===== src/sv/sha384_ram.sv =====
module sha384_ram #(
  parameter int Width = 8,
  parameter int Depth = 16
) (
  input  logic                     clk,
  input  logic                     we,
  input  logic [$clog2(Depth)-1:0] waddr,
  input  logic [Width-1:0]         wdata,
  input  logic [$clog2(Depth)-1:0] raddr,
  output logic [Width-1:0]         rdata
);

  logic [Width-1:0] mem [Depth];

  always_ff @(posedge clk) begin
    if (we) begin
      mem[waddr] <= wdata;
    end
    rdata <= mem[raddr];
  end

endmodule


===== config.mk =====
export PLATFORM = sky130hd
export DESIGN_NAME = sha384_ram
export DESIGN_NICKNAME = d
export VERILOG_FILES = /design/src/sv/sha384_ram.sv
export SDC_FILE = /design/constraint.sdc
export NUM_CORES = 1
export LEC_CHECK = 0
export BUFFER_PORTS_ARGS = -buffer_cell sky130_fd_sc_hd__buf_2
export CORE_ASPECT_RATIO = 1.4
export CORE_MARGIN = 5
export CORE_UTILIZATION = 40
export DETAILED_ROUTE_END_ITERATION = 10
export SKIP_LAST_GASP = 1
export SYNTH_ARGS = -nofsm -noshare
export SYNTH_HDL_FRONTEND = slang
export SYNTH_SLANG_ARGS = --single-unit

===== constraint.sdc =====
create_clock -name clk -period 3.8 [get_ports clk]
set_input_delay 0 -clock clk [delete_from_list [all_inputs] [get_ports clk]]
set_output_delay 0 -clock clk [all_outputs]
set_load 0.02 [all_outputs]

==> flow_summary_export.csv <==
group,metric,value,unit
run_status,run_status,"finished, final reports clean",
yosys,synth.area.top_cells,"sky130_fd_sc_hd__edfxtp_1, sky130_fd_sc_hd__mux4_2, sky130_fd_sc_hd__mux4_1, sky130_fd_sc_hd__dfxtp_1, sky130_fd_sc_hd__a22oi_1",
drt,avgViaCountPerCell,5.40,
clock_tree,cts_buffers,17,
global_route,grt_use_total,14.7,%
sta,timing.clock.skew,0.00592,ns
placed_design,portBuffers,25,
drt,wl_per_cell,23.3,um
setup_path,cpMaxStageDelayCell,"sky130_fd_sc_hd__nor3_1",
global_route,grt_overflow,0,
placed_design,gpl.final_weighted_congestion,0.715,
clock_tree,cts.path.max_buffers,2,
power_and_ir_drop,cellInternalPower,0.00283,W
setup_path,cp_max_fo,8,
hold_path,hold_path.class,"in -> reg",
drt,drt_drc_violations_left,0,
global_route,grt_pass1_vias,2590,
power_and_ir_drop,max-vdd-ir-drop,0.282,mV
setup_path,cp_data_arrival_time,1.65,ns
sta,period_share,43.0,%
drt,drtIter0Drc,130,
sta,fmaxAchievable,611,MHz
setup_path,timing.setup.critical_path_class,"in -> reg",
cells_and_area,insertedDiodeCount,0,
placed_design,place_inst,399,
yosys,synth.top_cells.by_count,"sky130_fd_sc_hd__edfxtp_1, sky130_fd_sc_hd__mux4_2, sky130_fd_sc_hd__a22oi_1",
sta,finalWorstPathRequiredPeriod,1.64,ns
floorplan,die_area,15300,sq um
yosys,ys_dominant_reg_cell,"sky130_fd_sc_hd__edfxtp_1",
placed_design,instance_area_at_placement,5400,sq um
power_and_ir_drop,net-switching-power,0.000673,W
power_and_ir_drop,pwr-share-seq,48.2,%
floorplan,ios,26,
yosys,synth.net_count,247,
yosys,synth_area_per_cell,22.5,sq um
floorplan,placementRows,49,
cells_and_area,flow.area_growth_from_synthesis,17.9,%
power_and_ir_drop,power_density,577,nW/um^2
sta,finalSetupViolations,0,
floorplan,die_width,106,um
yosys,post_synth_num_cell_types,19,
clock_tree,htree_levels,4,
setup_path,worst_path_cell_trace,"buf_2, or3b_2, nor3_1",
power_and_ir_drop,clock_power_share,47.1,%
flow_run,maxCapViolations,0,
yosys,post_synth_top_area_cell,"sky130_fd_sc_hd__edfxtp_1",
sta,timing.final.hold_violations,0,
cells_and_area,drive_gt1_share,25.5,%
cells_and_area,layout.cells.non_filler,439,
setup_path,start_kind,"input pin",
clock_tree,insertion_delay,0.41,ns
global_route,grt_antenna_before_repair,0,
clock_tree,cts-root-buf,"sky130_fd_sc_hd__clkbuf_16",
setup_path,critPathRequiredTime,3.81,ns
sta,fin_setup_tns,0,ns
yosys,share_of_async_settable_or_async_resettable_flops_after_synthesis,0,%
drt,postRouteWirelength,10200,um
sta,worstMarginPinSlew,1.32,ns
power_and_ir_drop,sw_frac_of_total,19.2,%
yosys,seq_area_frac_synth,77.8,%
clock_tree,cts_tree,"done",
drt,route.vias.total,2370,
global_route,grt_pass1_wl,15600,um
drt,length_of_the_first_detailed_routing_pass_in_iterations,4,
floorplan,start_util,40.4,%
global_route,pin_count_of_the_biggest_net_entering_global_routing,33,
setup_path,largest_incremental_delay_on_the_critical_path,1.02,ns
sta,rsz0062_at_grt,"no",
clock_tree,cts.sinks,136,
sta,timing.max_slew.rel_slack,11.6,%
yosys,synthMostInstantiatedCell,"sky130_fd_sc_hd__edfxtp_1",
yosys,yosys_warnings,0,
floorplan,die_height,144,um
drt,postRouteAntennaNets,0,
clock_tree,post_cts_resized,0,
yosys,synth_edf_count,128,
power_and_ir_drop,combinational_group_share_of_total_power,4.7,%
cells_and_area,postLayoutCellArea,6070,sq um
yosys,syn-cell-area,5150,sq um
yosys,synth_seq_cells,136,
yosys,syn_inst,229,
cells_and_area,number_of_nets_in_the_finished_design,291,
sta,slew_viols_final,0,
placed_design,dpl_wire_length,6470,um
setup_path,worst_setup_path_end_kind,"flop",
yosys,synth_top_cell_area_share,74.7,%
power_and_ir_drop,p_leak,2.03,nW
floorplan,core-area,12800,sq um
clock_tree,clk_pin_slew_worst_paths,0.06,ns
## per-layer routing
layer / routed length [um] / GRT usage [%] / part of all wire (%)
met5: 0 / 0 / 0
met1: 3920 / 17.1 / 38
met4: 201 / 6.14 / 2.0
met2: 5370 / 25.0 / 53
met3: 717 / 4.82 / 7.0
## per-stage QoR
stage               hold slack (ns)  setup WS, ns  utilization [%]  total power, W
finish                       0.0996          2.16             47.6         0.00350
global route                  0.101          2.08             47.6         0.00361
CTS                          0.0844          2.14             47.6         0.00353
detailed placement            0.399          1.72             42.3         0.00188
global placement              0.386          1.72             42.3         0.00188
floorplan                    0.0989          2.31                -         0.00181
## cell usage in the layout (no fill, tap or decap)
| cell type | instances |
|---|---|
| sky130_fd_sc_hd__edfxtp_1 | 128 |
| sky130_fd_sc_hd__buf_2 | 25 |
| sky130_fd_sc_hd__mux4_2 | 18 |
| sky130_fd_sc_hd__clkbuf_16 | 17 |
| sky130_fd_sc_hd__a22oi_1 | 16 |
| sky130_fd_sc_hd__mux4_1 | 14 |
| sky130_fd_sc_hd__nor2_1 | 13 |
| sky130_fd_sc_hd__nand2_1 | 9 |
| sky130_fd_sc_hd__dlygate4sd3_1 | 8 |
| sky130_fd_sc_hd__dfxtp_1 | 8 |
| sky130_fd_sc_hd__clkinv_2 | 5 |
| sky130_fd_sc_hd__bufinv_16 | 4 |
| sky130_fd_sc_hd__nor3_1 | 3 |
| sky130_fd_sc_hd__clkinv_1 | 3 |
| sky130_fd_sc_hd__clkbuf_1 | 3 |
| sky130_fd_sc_hd__nand3b_1 | 2 |
| sky130_fd_sc_hd__nand2b_1 | 2 |
| sky130_fd_sc_hd__buf_4 | 2 |
| sky130_fd_sc_hd__nor2b_1 | 1 |
| sky130_fd_sc_hd__and2_1 | 1 |
| sky130_fd_sc_hd__and2b_1 | 1 |
| sky130_fd_sc_hd__nor3_2 | 1 |
| sky130_fd_sc_hd__nand3_1 | 1 |
| sky130_fd_sc_hd__or3b_2 | 1 |
## power groups by stage
stage / logic [W] / registers (W) / clock network [W]
after floorplan: 0.0000851 / 0.00173 / 0
after global placement: 0.000157 / 0.00172 / 0
after detailed placement: 0.000160 / 0.00172 / 0
after CTS: 0.000167 / 0.00169 / 0.00167
after global routing: 0.000177 / 0.00169 / 0.00174
final: 0.000163 / 0.00169 / 0.00165
## area by class of cell
cell class,instances,area (sq um)
Clock inverter,12,156
Sequential cell,136,4000
Clock buffer,20,437
Timing Repair Buffer,35,220
Fill cell,1072,6680
Multi-Input combinational cell,83,1060
Tap cell,153,191
## flip-flops by register name, summed over array words and instances, names as in the netlist
signal / flops
mem: 128
rdata: 8
## worst max-delay path, delay by kind of cell
family / cells / cell delay, ns
buf+inv: 1 / 0.12
simple gates: 2 / 1.53
## repair_timing
action                                  4_1_cts  5_1_grt
setup buffers                                 0        0
endpoints found under the setup margin        0        0
hold buffers                                  8        0
endpoints found under the hold margin       128        0
## final timing paths
check                                     startpoint                  end  slack (ns)  cells past startpoint
worst max-delay path                        waddr[2]  mem[0][1]$_DFFE_PP_        2.16                      3
worst min-delay path                        waddr[1]  mem[8][5]$_DFFE_PP_         0.1                      2
worst max register to register   mem[1][0]$_DFFE_PP_     rdata[0]$_DFF_P_        2.41                      3
worst min register to register  mem[11][2]$_DFFE_PP_     rdata[2]$_DFF_P_        0.67                      3
## cells by family after synthesis
logic type,Yosys count,synth area share [%]
DFF,136,77.8
and+or+nand+nor,35,3.18
buffers and inverters,10,1.68
muxes,32,15.0
AOI/OAI and AO/OA,16,2.33
(Power assumes the default switching activity.)
